==> src/ubepf_pkg.sv <==
// Shared types and constants for the bulk endpoint pair finder.
package ubepf_pkg;

    localparam logic [7:0] NO_IFACE       = 8'hFF;
    localparam logic [7:0] DT_INTERFACE   = 8'h04;
    localparam logic [7:0] DT_ENDPOINT    = 8'h05;
    localparam logic [7:0] IFACE_MIN_LEN  = 8'd9;
    localparam logic [7:0] EP_MIN_LEN     = 8'd7;
    localparam logic [7:0] MIN_DESC_LEN   = 8'd2;
    localparam logic [1:0] XFER_MASK_BULK = 2'b10;
    localparam logic [7:0] CLASS_MSC      = 8'h08;
    localparam logic [7:0] SUBCLASS_SCSI  = 8'h06;
    localparam logic [7:0] PROTO_BOT      = 8'h50;
    localparam logic [7:0] PROTO_UAS      = 8'h62;
    localparam logic [15:0] DEFAULT_MPS   = 16'd64;
    localparam logic [4:0] SCORE_MSC      = 5'd10;
    localparam logic [4:0] SCORE_SCSI     = 5'd2;
    localparam logic [4:0] SCORE_PROTO    = 5'd4;
    localparam int CAP_BYTES              = 6;

    // Descriptor completion event from the parser
    typedef struct packed {
        logic                        iface_done;
        logic                        ep_done;
        logic [CAP_BYTES-1:0][7:0]   cap;
    } desc_evt_t;

    // Result beat contents
    typedef struct packed {
        logic        found;
        logic [7:0]  iface_num;
        logic [7:0]  in_addr;
        logic [15:0] in_mps;
        logic [7:0]  out_addr;
        logic [15:0] out_mps;
    } pair_res_t;

endpackage

==> src/ubepf_parser.sv <==
// Descriptor framing: tracks position and length, captures body bytes, flags completion.
module ubepf_parser (
    input  logic                  aclk,
    input  logic                  aresetn,
    input  logic                  go,
    input  logic                  last,
    input  logic [7:0]            data_byte,
    output ubepf_pkg::desc_evt_t  evt
);
    import ubepf_pkg::*;

    logic                      halt_reg, halt_next;
    logic [7:0]                pos_reg, pos_next;
    logic [7:0]                len_reg, len_next;
    logic [7:0]                type_reg, type_next;
    logic [CAP_BYTES-1:0][7:0] cap_reg, cap_next;
    logic                      done;
    logic                      strobe;
    logic [2:0]                cap_idx;

    assign cap_idx = pos_reg[2:0] - 3'd2;
    assign done    = ({1'b0, pos_reg} + 9'd1) >= {1'b0, len_reg};

    always_comb begin
        halt_next = halt_reg;
        pos_next  = pos_reg;
        len_next  = len_reg;
        type_next = type_reg;
        cap_next  = cap_reg;
        if (!halt_reg) begin
            if (pos_reg == 8'd0) begin
                len_next = data_byte;
                if (data_byte < MIN_DESC_LEN) begin
                    halt_next = 1'b1;
                end
            end else if (pos_reg == 8'd1) begin
                type_next = data_byte;
            end else if (pos_reg < 8'd8) begin
                cap_next[cap_idx] = data_byte;
            end
            if (!halt_next) begin
                if (pos_reg != 8'd0 && done) begin
                    pos_next = 8'd0;
                end else begin
                    pos_next = pos_reg + 8'd1;
                end
            end
        end
    end

    // Required body bytes always land before the closing byte, so the
    // registered captures are complete when the descriptor ends.
    assign strobe         = !halt_reg && pos_reg != 8'd0 && done;
    assign evt.iface_done = strobe && type_reg == DT_INTERFACE && len_reg >= IFACE_MIN_LEN;
    assign evt.ep_done    = strobe && type_reg == DT_ENDPOINT && len_reg >= EP_MIN_LEN
                            && (cap_reg[1][1:0] == XFER_MASK_BULK);
    assign evt.cap        = cap_reg;

    always_ff @(posedge aclk) begin
        if (!aresetn) begin
            halt_reg <= 1'b0;
            pos_reg  <= 8'd0;
            len_reg  <= 8'd0;
            type_reg <= 8'd0;
        end else if (go) begin
            if (last) begin
                halt_reg <= 1'b0;
                pos_reg  <= 8'd0;
                len_reg  <= 8'd0;
                type_reg <= 8'd0;
            end else begin
                halt_reg <= halt_next;
                pos_reg  <= pos_next;
                len_reg  <= len_next;
                type_reg <= type_next;
            end
        end
    end

    always_ff @(posedge aclk) begin
        if (go) begin
            cap_reg <= cap_next;
        end
    end

endmodule

==> src/ubepf_selector.sv <==
// Interface context, endpoint scoring and best pair selection.
module ubepf_selector (
    input  logic                  aclk,
    input  logic                  aresetn,
    input  logic                  go,
    input  logic                  last,
    input  ubepf_pkg::desc_evt_t  evt,
    output ubepf_pkg::pair_res_t  res
);
    import ubepf_pkg::*;

    logic [7:0]  cur_if_reg, cur_if_next;
    logic [7:0]  cur_alt_reg, cur_alt_next;
    logic [7:0]  cur_cls_reg, cur_cls_next;
    logic [7:0]  cur_sub_reg, cur_sub_next;
    logic [7:0]  cur_proto_reg, cur_proto_next;
    logic        best_set_reg, best_set_next;
    logic [4:0]  best_score_reg, best_score_next;
    logic [7:0]  best_if_reg, best_if_next;
    logic [7:0]  in_addr_reg, in_addr_next;
    logic [7:0]  out_addr_reg, out_addr_next;
    logic [15:0] in_mps_reg, in_mps_next;
    logic [15:0] out_mps_reg, out_mps_next;

    logic [4:0]  score;
    logic [15:0] mps;
    logic        take;

    always_comb begin
        score = 5'd0;
        if (cur_cls_reg == CLASS_MSC) begin
            score = SCORE_MSC;
            if (cur_sub_reg == SUBCLASS_SCSI) begin
                score = score + SCORE_SCSI;
            end
            if (cur_proto_reg == PROTO_BOT || cur_proto_reg == PROTO_UAS) begin
                score = score + SCORE_PROTO;
            end
        end
        mps = {evt.cap[3], evt.cap[2]};
        if (mps == 16'd0) begin
            mps = DEFAULT_MPS;
        end
    end

    always_comb begin
        cur_if_next     = cur_if_reg;
        cur_alt_next    = cur_alt_reg;
        cur_cls_next    = cur_cls_reg;
        cur_sub_next    = cur_sub_reg;
        cur_proto_next  = cur_proto_reg;
        best_set_next   = best_set_reg;
        best_score_next = best_score_reg;
        best_if_next    = best_if_reg;
        in_addr_next    = in_addr_reg;
        out_addr_next   = out_addr_reg;
        in_mps_next     = in_mps_reg;
        out_mps_next    = out_mps_reg;
        take            = 1'b0;
        if (evt.iface_done) begin
            cur_if_next    = evt.cap[0];
            cur_alt_next   = evt.cap[1];
            cur_cls_next   = evt.cap[3];
            cur_sub_next   = evt.cap[4];
            cur_proto_next = evt.cap[5];
        end else if (evt.ep_done && cur_if_reg != NO_IFACE && cur_alt_reg == 8'd0) begin
            if (!best_set_reg || score > best_score_reg) begin
                // new leader: drop endpoints chosen so far
                best_set_next   = 1'b1;
                best_score_next = score;
                best_if_next    = cur_if_reg;
                in_addr_next    = 8'd0;
                out_addr_next   = 8'd0;
                in_mps_next     = 16'd0;
                out_mps_next    = 16'd0;
                take            = 1'b1;
            end else if (score == best_score_reg && cur_if_reg == best_if_reg) begin
                take = 1'b1;
            end
            if (take) begin
                if (evt.cap[0][7]) begin
                    in_addr_next = evt.cap[0];
                    in_mps_next  = mps;
                end else begin
                    out_addr_next = evt.cap[0];
                    out_mps_next  = mps;
                end
            end
        end
    end

    always_comb begin
        res.found = best_set_next && in_addr_next != 8'd0 && out_addr_next != 8'd0;
        if (res.found) begin
            res.iface_num = best_if_next;
            res.in_addr   = in_addr_next;
            res.in_mps    = in_mps_next;
            res.out_addr  = out_addr_next;
            res.out_mps   = out_mps_next;
        end else begin
            res.iface_num = NO_IFACE;
            res.in_addr   = 8'd0;
            res.in_mps    = 16'd0;
            res.out_addr  = 8'd0;
            res.out_mps   = 16'd0;
        end
    end

    always_ff @(posedge aclk) begin
        if (!aresetn || (go && last)) begin
            cur_if_reg     <= NO_IFACE;
            cur_alt_reg    <= 8'd0;
            cur_cls_reg    <= 8'd0;
            cur_sub_reg    <= 8'd0;
            cur_proto_reg  <= 8'd0;
            best_set_reg   <= 1'b0;
            best_score_reg <= 5'd0;
            best_if_reg    <= NO_IFACE;
            in_addr_reg    <= 8'd0;
            out_addr_reg   <= 8'd0;
            in_mps_reg     <= 16'd0;
            out_mps_reg    <= 16'd0;
        end else if (go) begin
            cur_if_reg     <= cur_if_next;
            cur_alt_reg    <= cur_alt_next;
            cur_cls_reg    <= cur_cls_next;
            cur_sub_reg    <= cur_sub_next;
            cur_proto_reg  <= cur_proto_next;
            best_set_reg   <= best_set_next;
            best_score_reg <= best_score_next;
            best_if_reg    <= best_if_next;
            in_addr_reg    <= in_addr_next;
            out_addr_reg   <= out_addr_next;
            in_mps_reg     <= in_mps_next;
            out_mps_reg    <= out_mps_next;
        end
    end

endmodule

==> src/usb_bulk_endpoint_pair_finder_core.sv <==
// Top level: input beat register, parser, selector and result register.
//
//  channel | dir | tdata                                   | tuser  | tlast
//  s_      | in  | [7:0] data_byte                         | -      | last_byte
//  m_      | out | [7:0] interface_number, [15:8] in addr, | found  | -
//          |     | [31:16] in mps, [39:32] out addr,       |        |
//          |     | [55:40] out mps                         |        |
//
// One byte per cycle sustained while no last-marked byte is held back by a waiting
// result: each byte goes from the input register through the parser and selector update.
// A result is registered as its last-marked byte is processed and appears in the cycle after.
// A waiting result stalls only a following last-marked byte; other bytes flow on.
// Synchronous active-low reset clears the parse and selection state, but not the parser's captured body bytes.
module usb_bulk_endpoint_pair_finder_core (
    input  logic        aclk,
    input  logic        aresetn,
    input  logic        s_tvalid,
    output logic        s_tready,
    input  logic [7:0]  s_tdata,   // [7:0] data_byte
    input  logic        s_tlast,   // last_byte
    output logic        m_tvalid,
    input  logic        m_tready,
    output logic [55:0] m_tdata,   // interface_number, in_endpoint_address, in_max_packet,
                                   // out_endpoint_address, out_max_packet
    output logic        m_tuser    // found
);
    import ubepf_pkg::*;

    logic       in_vld_reg, in_vld_next;
    logic [7:0] in_byte_reg;
    logic       in_last_reg;
    logic       out_vld_reg, out_vld_next;
    pair_res_t  out_res_reg;
    logic       go;
    logic       s_acc;
    desc_evt_t  evt;
    pair_res_t  res;

    assign go       = in_vld_reg && (!in_last_reg || !out_vld_reg || m_tready);
    assign s_tready = !in_vld_reg || go;
    assign s_acc    = s_tvalid && s_tready;

    always_comb begin
        in_vld_next = in_vld_reg;
        if (s_acc) begin
            in_vld_next = 1'b1;
        end else if (go) begin
            in_vld_next = 1'b0;
        end
        out_vld_next = out_vld_reg;
        if (go && in_last_reg) begin
            out_vld_next = 1'b1;
        end else if (m_tready) begin
            out_vld_next = 1'b0;
        end
    end

    always_ff @(posedge aclk) begin
        if (!aresetn) begin
            in_vld_reg  <= 1'b0;
            out_vld_reg <= 1'b0;
        end else begin
            in_vld_reg  <= in_vld_next;
            out_vld_reg <= out_vld_next;
        end
    end

    always_ff @(posedge aclk) begin
        if (s_acc) begin
            in_byte_reg <= s_tdata;
            in_last_reg <= s_tlast;
        end
        if (go && in_last_reg) begin
            out_res_reg <= res;
        end
    end

    ubepf_parser u_parser (
        .aclk      (aclk),
        .aresetn   (aresetn),
        .go        (go),
        .last      (in_last_reg),
        .data_byte (in_byte_reg),
        .evt       (evt)
    );

    ubepf_selector u_selector (
        .aclk    (aclk),
        .aresetn (aresetn),
        .go      (go),
        .last    (in_last_reg),
        .evt     (evt),
        .res     (res)
    );

    assign m_tvalid = out_vld_reg;
    assign m_tuser  = out_res_reg.found;
    assign m_tdata  = {out_res_reg.out_mps, out_res_reg.out_addr, out_res_reg.in_mps,
                       out_res_reg.in_addr, out_res_reg.iface_num};

endmodule

==> config.mk <==
export PLATFORM = sky130hd
export DESIGN_NAME = usb_bulk_endpoint_pair_finder_core
export DESIGN_NICKNAME = d
export VERILOG_FILES = /design/src/ubepf_pkg.sv /design/src/ubepf_parser.sv /design/src/ubepf_selector.sv /design/src/usb_bulk_endpoint_pair_finder_core.sv
export SDC_FILE = /design/constraint.sdc
export NUM_CORES = 1
export LEC_CHECK = 0
export BUFFER_PORTS_ARGS = -buffer_cell sky130_fd_sc_hd__buf_2
export CAP_MARGIN = 20
export CORE_UTILIZATION = 33
export DETAILED_ROUTE_END_ITERATION = 16
export GPL_TIMING_DRIVEN = 1
export HOLD_SLACK_MARGIN = 0.12
export PLACE_DENSITY_LB_ADDON = 0.12
export SKIP_CTS_REPAIR_TIMING = 1
export SLEW_MARGIN = 15
export SYNTH_ARGS = -nofsm -noshare
export SYNTH_HDL_FRONTEND = slang
export SYNTH_HIERARCHICAL = 1
export SYNTH_SLANG_ARGS = --single-unit
==> constraint.sdc <==
create_clock -name aclk -period 10.5 [get_ports aclk]
set_input_delay 0.525 -clock aclk [delete_from_list [all_inputs] [get_ports aclk]]
set_output_delay 0.525 -clock aclk [all_outputs]
set_load 0.05 [all_outputs]
==> summary.md, run 1 <==
| Metric | Value |
|---|---|
| Outcome | finished clean |
| Leak pwr | 4.12 nW |
| RSZ-0062 raised after global routing | no |
| Final weighted congestion in routability-driven placement | 0.833 |
| Cell at the slowest stage of the critical path | a21o_1 |
| Filler Cell Count | 3092 |
| Via count | 7538 |
| Post-route insts no fill | 1490 |
| Total GRT Usage | 0.168 |
| WS Path Type | reg -> reg |
| Initial Utilization | 0.335 |
| CTS buffer count | 28 |
| H-Tree Level Count | 1 |
| Clock sink count | 242 |
| CP Buf/Inv Count | 1 |
| Maximum vdd drop | 118 uV |
| WP data required | 10780 ps |
| Drt wl/cell | 17.5 um |
| Crit path max fanout | 49 |
| I/O pin cnt | 72 |
| Syn Std Cell Area | 0.0102 sq mm |
| Die area | approximately 0.032 sq mm |
| Skew final | 27.6 ps |
| Syn_nets | ~1000 |
| Via-per-instance ratio | around 5.1 |
| Synth Register Bits | 242 |
| Slew headroom | 0.271 |
| Ys flop type | dfxtp_1 |
| Clock share of power | 0.469 |
| Initial antenna violation count | 0 |
| Reg clk slew, reported paths | roughly 60 ps |
| Die Width | 178 um |
| Multi-input gate area | about 0.004 sq mm |
| Worst Max-Slew Pin Slew | 1090 ps |
| Register area | 0.00599 sq mm |
| Core footprint | about 0.03 sq mm |
| Combinational share of power | 0.025 |
| Period utilization | 0.536 |
| Max reg flops | 56 |
| Mapped Cells | 1017 |
| Placed Cells | about 1400 |
| Sw frac | 0.223 |
| Synth unique cells | 69 |
| Design Area, Final | roughly 0.012 sq mm |
| Crit-path max cell delay | 670 ps |
| Synth Area per Inst | roughly 10 sq um |
| N_diodes | 0 |
| Root Driver | clkbuf_16 |
| Fin util | 0.387 |
| Worst Hold Class | in -> reg |
| Final hold viol count | 0 |
| Post-synth EDFFs | around 110 |
| Final setup viols | 0 |
| Post-route antenna net violation count | 0 |
| GR Overflow Total | 0 |
| Crit path DAT | just under 6000 ps |
| Share of cells above drive strength 1 | 0.158 |
| Largest net degree at the start of global routing | 84 |
| Sequential Power Share | 0.505 |
| Startpoint Class | flop |
| Max Root-Sink Buffers | 3 |
| Place WS | 4720 ps |
| Power Density | between 150 and 200 mW/mm^2 |
| Share of flip-flops with an asynchronous set or reset | 0 |
| TritonCTS clock tree | built |
| MaxCap Viol Count | 0 |
| P_sw | 442 uW |
| Register area share after synthesis | 0.584 |
| Hpwl dp | 16400 um |
| IO buf count | 71 |
| Final Max Slew Viols | 0 |
| Internal power | between 1.5 and 2 mW |
| Setup_tns | 0 ps |
| Area growth syn-to-layout | 15.6% |
| Top cell family by delay on the critical path | compound AO/OA/AOI/OAI gates |
| Number of DRC markers in iteration 0 | ~440 |
| Fmax | about 180 MHz |
| Worst setup margin | 4880 ps |
| Number of global-route vias before repair | around 7000 |
| Critical path capture point type | flop |
| TritonRoute pass-1 iters | 5 |
| Fin crit period | 5620 ps |
| Post-DP Area | 0.0109 sq mm |
| Cell Rows | between 60 and 70 |
| Vert. Die Dim | 178 um |
| First-pass GRT wire length | 41500 um |
| Total wire length | 26100 um |
| Yosys warns | 6 |
| Layout Nets | 1101 |
| Post-route DRC | 0 |
| Worst-Skew Late Latency | roughly 560 ps |
| Worst path cell trace | ha_1 -> nand3_1 -> o21ai_0 -> nand2_1 -> ha_1 -> and3_1 -> a221o_1 -> a31oi_1 -> nand2_1 -> nand4_1 -> a211oi_1 -> nor2b_1 -> o2111ai_1 -> a21o_1 -> and2_1 -> a311oi_1 -> a31o_2 -> buf_4 -> nor3_1 |
-- routing by layer --
layer	global-route usage	up-vias	wire length, um
met4	0.0378	0	503
met2	0.268	153	11900
li1	-	3723	-
met1	0.241	3626	12600
met5	0	-	0
met3	0.0209	36	1040
-- power groups by stage --
stage / logic (mW) / registers [mW] / clock network, mW
finish: 0.0505 / 1.00 / 0.932
global route: 0.0556 / 1.00 / 0.999
CTS: 0.0512 / 1.00 / 0.956
detailed placement: 0.0511 / 1.02 / 0
global placement: 0.0513 / 1.02 / 0
floorplan: 0.0265 / 1.03 / 0
-- layout make-up --
cell class	instances	share of cell area
Tap cell	396	0.0418
Timing Repair Buffer	83	0.0380
Multi-Input combinational cell	697	0.333
Sequential cell	242	0.505
Inverter	20	0.00634
Clock inverter	15	0.0109
Clock buffer	37	0.0646
-- per-stage QoR --
step	power [mW]	hold WS, ps
after floorplan	1.05	431
after global placement	1.08	437
after detailed placement	1.08	445
after CTS	2.01	138
after global routing	2.06	133
final	1.99	158
-- worst paths after layout --
kind | startpoint | end | slack (ps) | depth (start not counted)
worst max-delay path | u_parser/pos_reg[0]$_SDFFE_PN0P_ | m_tdata[42]$_DFFE_PP_ | 4880 | 19
worst min-delay path | s_tdata[2] | in_byte_reg[2]$_DFFE_PP_ | 160 | 1
worst max register to register | u_parser/pos_reg[0]$_SDFFE_PN0P_ | m_tdata[42]$_DFFE_PP_ | 4880 | 19
worst min register to register | u_selector/cur_cls_reg[4]$_SDFFE_PP0P_ | u_selector/cur_cls_reg[4]$_SDFFE_PP0P_ | 450 | 2
-- cells by family (layout without fill, tap and decap cells) --
logic type,after synthesis,after routing,synth area share
xor+xnor,12,12,0.0103
fa+ha+maj,16,16,0.0195
simple gates,466,466,0.223
buf+inv,78,155,0.0343
compound gates,203,203,0.129
flops,242,242,0.584
-- cell usage in the layout (no fill, tap or decap), types with 3 or more instances in the layout --
cell type  netlist  layout
clkbuf_16        0      28
o2111ai_1        3       3
nor4_1          19      19
nand2b_1         7       7
inv_1           20      20
and2_1           7       6
clkbuf_8         1       3
edfxtp_1       114     114
buf_4            2      10
a21oi_1         90      90
dfxtp_1        128     128
or3_1           10      10
clkinv_2         0      10
and3_1           5       4
buf_2            3      72
clkbuf_1        40       6
a211oi_1        21      21
xnor2_1          9       9
xor2_1           3       3
ha_1            16      16
nand2_1        259     258
nand3b_1         3       3
nor3_1          19      16
nand3_1         40      40
nand4_1          4       4
nor2b_1         20      20
nor2_1          33      32
a21boi_1         4       4
a22oi_1         46      46
a21o_1           6       6
o21ai_2          2       3
o21ai_0          9       9
nor3_2          18      21
-- synthesized netlist by cell type, types with 3 or more instances --
cell type / instances / share of area
nand2_1: 259 / 0.095
a21oi_1: 90 / 0.044
a211oi_1: 21 / 0.015
dfxtp_1: 128 / 0.25
ha_1: 16 / 0.020
edfxtp_1: 114 / 0.33
inv_1: 20 / 0.0073
nor3_1: 19 / 0.0093
or3_1: 10 / 0.0061
nand3b_1: 3 / 0.0022
nor2b_1: 20 / 0.012
a22oi_1: 46 / 0.034
nor3_2: 18 / 0.018
xor2_1: 3 / 0.0026
buf_2: 3 / 0.0015
nand4_1: 4 / 0.0024
xnor2_1: 9 / 0.0077
nand3_1: 40 / 0.020
nor4_1: 19 / 0.012
and3_1: 5 / 0.0031
nor2_1: 33 / 0.012
buf_1: 7 / 0.0026
and2_1: 7 / 0.0043
a21o_1: 6 / 0.0044
o2111ai_1: 3 / 0.0026
clkbuf_1: 40 / 0.015
nand2b_1: 7 / 0.0043
a21boi_1: 4 / 0.0029
o21ai_0: 9 / 0.0044
buf_6: 5 / 0.0055
(Power assumes the default switching activity.)
==> inputs of run 2 (changes only) <==
==> constraint.sdc (replaced) <==
create_clock -name aclk -period 4.7 [get_ports aclk]
set_input_delay 0.235 -clock aclk [delete_from_list [all_inputs] [get_ports aclk]]
set_output_delay 0.235 -clock aclk [all_outputs]
set_load 0.05 [all_outputs]
==> summary.md, run 2 (same netlist as run 1, synthesis figures left out) <==
| Metric | Value |
|---|---|
| Vert. Die Dim | 178 um (unchanged) |
| Period utilization | 0.934 (+0.399) |
| Area growth syn-to-layout | 19.4% |
| Worst Hold Class | in -> reg |
| TritonRoute pass-1 iters | 5 (unchanged) |
| Startpoint Class | flop |
| Placed Cells | 1461 (+1.7%) |
| Root Driver | clkbuf_16 |
| Critical path capture point type | flop |
| Crit path max fanout | 8 (-84%) |
| Power Density | 370 mW/mm^2 (+120%) |
| Cell at the slowest stage of the critical path | dfxtp_1 |
| Total wire length | 26500 um (+1.8%) |
| Multi-input gate area | 0.00396 sq mm (+0.44%) |
| Crit-path max cell delay | 360 ps (-310 ps) |
| Final setup viols | 0 (unchanged) |
| Via-per-instance ratio | 5.00 (-1.1%) |
| GR Overflow Total | 0 (unchanged) |
| Filler Cell Count | 3023 (-2.2%) |
| WP data required | 4980 ps (-5800 ps) |
| Top cell family by delay on the critical path | compound AO/OA/AOI/OAI gates |
| Max Root-Sink Buffers | 3 (unchanged) |
| Layout Nets | 1139 (+3.5%) |
| Clock sink count | 242 (unchanged) |
| Initial Utilization | 0.335 (unchanged) |
| Leak pwr | 4.32 nW (+4.7%) |
| CTS buffer count | 28 (unchanged) |
| Post-route antenna net violation count | 0 (unchanged) |
| Share of cells above drive strength 1 | 0.177 (+0.0185) |
| Outcome | finished clean |
| Post-route DRC | 0 (unchanged) |
| Maximum vdd drop | 261 uV (+120%) |
| Largest net degree at the start of global routing | 58 (-31%) |
| Post-route insts no fill | 1528 (+2.6%) |
| CP Buf/Inv Count | 2 (+1) |
| I/O pin cnt | 72 (unchanged) |
| Max reg flops | 56 (unchanged) |
| H-Tree Level Count | 1 (unchanged) |
| Initial antenna violation count | 0 (unchanged) |
| Hpwl dp | 17000 um (+3.5%) |
| Cell Rows | 64 (unchanged) |
| Slew headroom | 0.393 (+0.122) |
| Number of global-route vias before repair | 7299 (+2.4%) |
| Final hold viol count | 0 (unchanged) |
| Worst Max-Slew Pin Slew | 911 ps (-183 ps) |
| Core footprint | 0.0306 sq mm (unchanged) |
| Drt wl/cell | 17.4 um (-0.78%) |
| First-pass GRT wire length | 42500 um (+2.2%) |
| Total GRT Usage | 0.171 (+0.00327) |
| Commonest non-fill, non-tap cell in the layout | nand2_1 |
| Die area | 0.0317 sq mm (unchanged) |
| Die Width | 178 um (unchanged) |
| Final weighted congestion in routability-driven placement | 0.796 (-4.4%) |
| Worst-Skew Late Latency | 550 ps (about the same) |
| IO buf count | 71 (unchanged) |
| Via count | 7645 (+1.4%) |
| Setup_tns | 0 ps (unchanged) |
| Reg clk slew, reported paths | 60 ps (about the same) |
| Final Max Slew Viols | 0 (unchanged) |
| Worst path cell trace | buf_4 -> nand2_1 -> nor2_1 -> nand3_1 -> xnor2_1 -> ha_1 -> and3_1 -> a221o_1 -> a31oi_1 -> nand2_1 -> nand4_1 -> a211oi_1 -> nor2b_2 -> o2111ai_4 -> a211oi_4 -> a22oi_1 -> a31o_2 -> buf_4 -> or3_1 |
| MaxCap Viol Count | 0 (unchanged) |
| Register area | 0.00599 sq mm (unchanged) |
| Fin crit period | 4390 ps (-1230 ps) |
| Crit path DAT | 4670 ps (-1240 ps) |
| Most frequent cells in the layout | nand2_1, dfxtp_1, edfxtp_1 |
| Number of DRC markers in iteration 0 | 503 (+15%) |
| Fmax | 228 MHz (+28%) |
| WS Path Type | reg -> reg |
| RSZ-0062 raised after global routing | no |
| TritonCTS clock tree | built |
| N_diodes | 0 (unchanged) |
| Skew final | 12.1 ps (-15.5 ps) |
run 2: worst paths after layout:
check	from	end	slack [ps]	cells after the start
setup / recovery	u_parser/pos_reg[0]$_SDFFE_PN0P_	m_tdata[3]$_DFFE_PP_	310	19
hold / removal	aresetn	u_parser/type_reg[4]$_SDFFE_PN0P_	160	2
setup reg to reg	u_parser/pos_reg[0]$_SDFFE_PN0P_	m_tdata[3]$_DFFE_PP_	310	19
hold reg to reg	u_selector/in_mps_reg[5]$_SDFFE_PP0P_	u_selector/in_mps_reg[5]$_SDFFE_PP0P_	450	2
run 2: area by class of cell:
class / count / area share
clock inverter: 9 / 0.00798
clock buffer: 43 / 0.0684
tap: 396 / 0.0405
multi-input combinational: 697 / 0.324
inverter: 20 / 0.00614
timing repair buffer: 121 / 0.0640
sequential: 242 / 0.489
run 2: routing by layer:
metal,share of wire,track usage,vias up
met5,0,0,-
met4,0.018,0.0484,0
met3,0.044,0.0234,36
met2,0.45,0.270,168
met1,0.49,0.243,3634
li1,-,-,3807
run 2: worst reg2reg max path: stages, from the launching register on:
cell       delay [ps]
dfxtp_1           360
buf_4             160
nand2_1           130
nor2_1            130
nand3_1           100
xnor2_1           210
ha_1              290
and3_1            190
a221o_1           310
a31oi_1           200
nand2_1           110
nand4_1           130
a211oi_1           90
nor2b_2           280
o2111ai_4         210
a211oi_4          280
a22oi_1           120
a31o_2            310
buf_4             180
or3_1             350
run 2: power by group:
group | internal [mW] | switching [mW] | total, mW
clock | 1.28 | 0.874 | 2.16
sequential | 2.22 | 0.0221 | 2.24
combinational | 0.0382 | 0.0884 | 0.127
total | 3.54 | 0.985 | 4.52
run 2: metrics by stage:
step | power [mW] | worst slack [ps] | instance area [sq um] | hold slack, ps | util
after CTS | 4.58 | 84.2 | 12100 | -163 | 0.394
after floorplan | 2.36 | 355 | 10200 | 334 | -
after global placement | 2.41 | 202 | 11100 | 412 | 0.364
final | 4.52 | 309 | 12200 | 157 | 0.400
after global routing | 4.69 | 7.04 | 12200 | 154 | 0.400
after detailed placement | 2.41 | 98.4 | 11100 | 413 | 0.364
==> inputs of run 3 (changes only) <==
--- a/config.mk
+++ b/config.mk
@@ -12,8 +12,8 @@
 export GPL_TIMING_DRIVEN = 1
 export HOLD_SLACK_MARGIN = 0.12
 export PLACE_DENSITY_LB_ADDON = 0.12
+export RECOVER_POWER = 100
 export SKIP_CTS_REPAIR_TIMING = 1
-export SLEW_MARGIN = 15
 export SYNTH_ARGS = -nofsm -noshare
 export SYNTH_HDL_FRONTEND = slang
 export SYNTH_HIERARCHICAL = 1
==> summary.md, run 3 (same netlist as run 1, synthesis figures left out) <==
| Metric | Value |
|---|---|
| Startpoint Class | flop |
| Initial Utilization | 0.335 (unchanged) |
| TritonCTS clock tree | built |
| Hpwl dp | 17000 um (unchanged) |
| RSZ-0062 raised after global routing | no |
| Setup_tns | 0 ps (unchanged) |
| I/O pin cnt | 72 (unchanged) |
| GR Overflow Total | 0 (unchanged) |
| Leak pwr | 4.03 nW (-6.6%) |
| Vert. Die Dim | 178 um (unchanged) |
| Final Max Slew Viols | 0 (unchanged) |
| Cell at the slowest stage of the critical path | dfxtp_1 |
| Largest net degree at the start of global routing | 58 (unchanged) |
| Initial antenna violation count | 0 (unchanged) |
| Via count | 7611 (-0.44%) |
| MaxCap Viol Count | 0 (unchanged) |
| Post-route antenna net violation count | 0 (unchanged) |
| Top cell family by delay on the critical path | compound AO/OA/AOI/OAI gates |
| Skew final | 11.8 ps (-0.343 ps) |
| R2r setup slk | 300 ps (about the same) |
| Number of global-route vias before repair | 7299 (unchanged) |
| Critical path capture point type | flop |
| H-Tree Level Count | 1 (unchanged) |
| IO buf count | 71 (unchanged) |
| Max Root-Sink Buffers | 3 (unchanged) |
| Fin crit period | 4400 ps (+10.1 ps) |
| Filler Cell Count | 3062 (+1.3%) |
| Worst r2r src | u_parser/pos_reg[0]$_SDFFE_PN0P_ |
| Worst Hold Class | in -> reg |
| CTS buffer count | 28 (unchanged) |
| Share of cells above drive strength 1 | 0.104 (-0.0724) |
| Most used cell, CP | nand2_1 |
| WS Path Type | reg -> reg |
| Worst reg-to-reg path cell count | 19 (unchanged) |
| Root Driver | clkbuf_16 |
| Fmax | 227 MHz (-0.23%) |
| Most frequent cells in the layout | nand2_1, dfxtp_1, edfxtp_1 |
| Worst path cell trace | buf_4 -> nand2_1 -> nor2_1 -> nand3_1 -> xnor2_1 -> ha_1 -> and3_1 -> a221o_1 -> a31oi_1 -> nand2_1 -> nand4_1 -> a211oi_1 -> nor2b_2 -> o2111ai_4 -> a211oi_4 -> a22oi_1 -> a31o_2 -> clkbuf_2 -> or3_1 |
| Final setup viols | 0 (unchanged) |
| CP Buf/Inv Count | 2 (unchanged) |
| Area growth syn-to-layout | 17.2% |
| Die area | 0.0317 sq mm (unchanged) |
| Post-route DRC | 0 (unchanged) |
| Reg clk slew, reported paths | 60 ps (about the same) |
| Crit path max fanout | 8 (unchanged) |
| Worst Max-Slew Pin Slew | 1430 ps (+523 ps) |
| Total GRT Usage | 0.171 (unchanged) |
| Fin util | 0.393 (-0.00732) |
| Hold Crit Start | aresetn |
| Power Density | 376 mW/mm^2 (+1.8%) |
| Crit path DAT | 4680 ps (about the same) |
| Slew headroom | 0.0437 (-0.349) |
| Final weighted congestion in routability-driven placement | 0.796 (unchanged) |
| Clock sink count | 242 (unchanged) |
| Worst-Skew Late Latency | 550 ps (about the same) |
| TritonRoute pass-1 iters | 5 (unchanged) |
| Layout Nets | 1139 (unchanged) |
| Total wire length | 26800 um (+0.77%) |
| RR Endpoint | m_tdata[3]$_DFFE_PP_ |
| Final hold viol count | 0 (unchanged) |
| Hold path depth | 2 (unchanged) |
| Maximum vdd drop | 261 uV (about the same) |
| Commonest non-fill, non-tap cell in the layout | nand2_1 |
| Hold Path End | u_parser/type_reg[5]$_SDFFE_PN0P_ |
| Drt wl/cell | 17.5 um (+0.77%) |
| Max reg flops | 56 (unchanged) |
| N_diodes | 0 (unchanged) |
| Core footprint | 0.0306 sq mm (unchanged) |
| Crit-path max cell delay | 360 ps (about the same) |
| First-pass GRT wire length | 42500 um (unchanged) |
| Placed Cells | 1461 (unchanged) |
| Cell Rows | 64 (unchanged) |
| Number of DRC markers in iteration 0 | 552 (+9.7%) |
| Via-per-instance ratio | 4.98 (-0.44%) |
| WP data required | 4980 ps (about the same) |
| Outcome | finished clean |
| Period utilization | 0.936 (+0.00215) |
| Die Width | 178 um (unchanged) |
| Post-route insts no fill | 1528 (unchanged) |
run 3: cell count changes in the layout (fill, tap and decap cells not counted), moves of 5 or more:
cell      change
clkbuf_2      +5
buf_2        -60
clkbuf_1     +66
nor3_2       -12
buf_4        -12
nor3_1       +13
run 3: worst max-delay path by stage:
stage / startpoint / end / slack [ps] / cells past startpoint
floorplan: u_parser/pos_reg[0]$_SDFFE_PN0P_ / m_tdata[46]$_DFFE_PP_ / 350 / 20
global placement: u_parser/pos_reg[0]$_SDFFE_PN0P_ / m_tdata[5]$_DFFE_PP_ / 200 / 18
detailed placement: u_parser/pos_reg[0]$_SDFFE_PN0P_ / m_tdata[3]$_DFFE_PP_ / 100 / 18
CTS: u_parser/pos_reg[0]$_SDFFE_PN0P_ / m_tdata[3]$_DFFE_PP_ / 80 / 18
global route: u_parser/pos_reg[0]$_SDFFE_PN0P_ / u_selector/out_addr_reg[7]$_SDFFE_PP0P_ / 5 / 17
finish: u_parser/pos_reg[0]$_SDFFE_PN0P_ / m_tdata[3]$_DFFE_PP_ / 300 / 19
run 3: final cells by class:
type	instances	area [sq um]	area share
well taps	396	495	0.0413
flip-flops and latches	242	5990	0.498
inverters	20	75.1	0.00625
clock buffers	43	837	0.0697
clock inverters	9	97.6	0.00813
multi-input cells	697	3850	0.320
repair buffers	121	673	0.0560
run 3: layer usage:
metal / vias to the layer above / global-route usage / wire (um)
met3: 36 / 0.0234 / 1220
met1: 3599 / 0.243 / 13000
met5: - / 0 / 0
met4: 0 / 0.0484 / 458
met2: 169 / 0.270 / 12000
li1: 3807 / - / -
run 3: per-stage QoR:
step / cell area (sq um) / hold slack [ps] / total power, mW / worst slack, ps
2_1_floorplan: 10200 / 334 / 2.36 / 355
3_3_place_gp: 11100 / 412 / 2.41 / 202
3_5_place_dp: 11100 / 413 / 2.41 / 98.4
4_1_cts: 12100 / -163 / 4.58 / 84.2
5_1_grt: 12000 / 154 / 4.69 / 4.74
6_report: 12000 / 152 / 4.52 / 299
run 3: where the power goes:
group	internal, mW	leakage, nW	switching [mW]	total [mW]
sequential	2.22	2.16	0.0219	2.24
clock	1.28	0.452	0.877	2.16
combinational	0.0343	1.42	0.0866	0.121
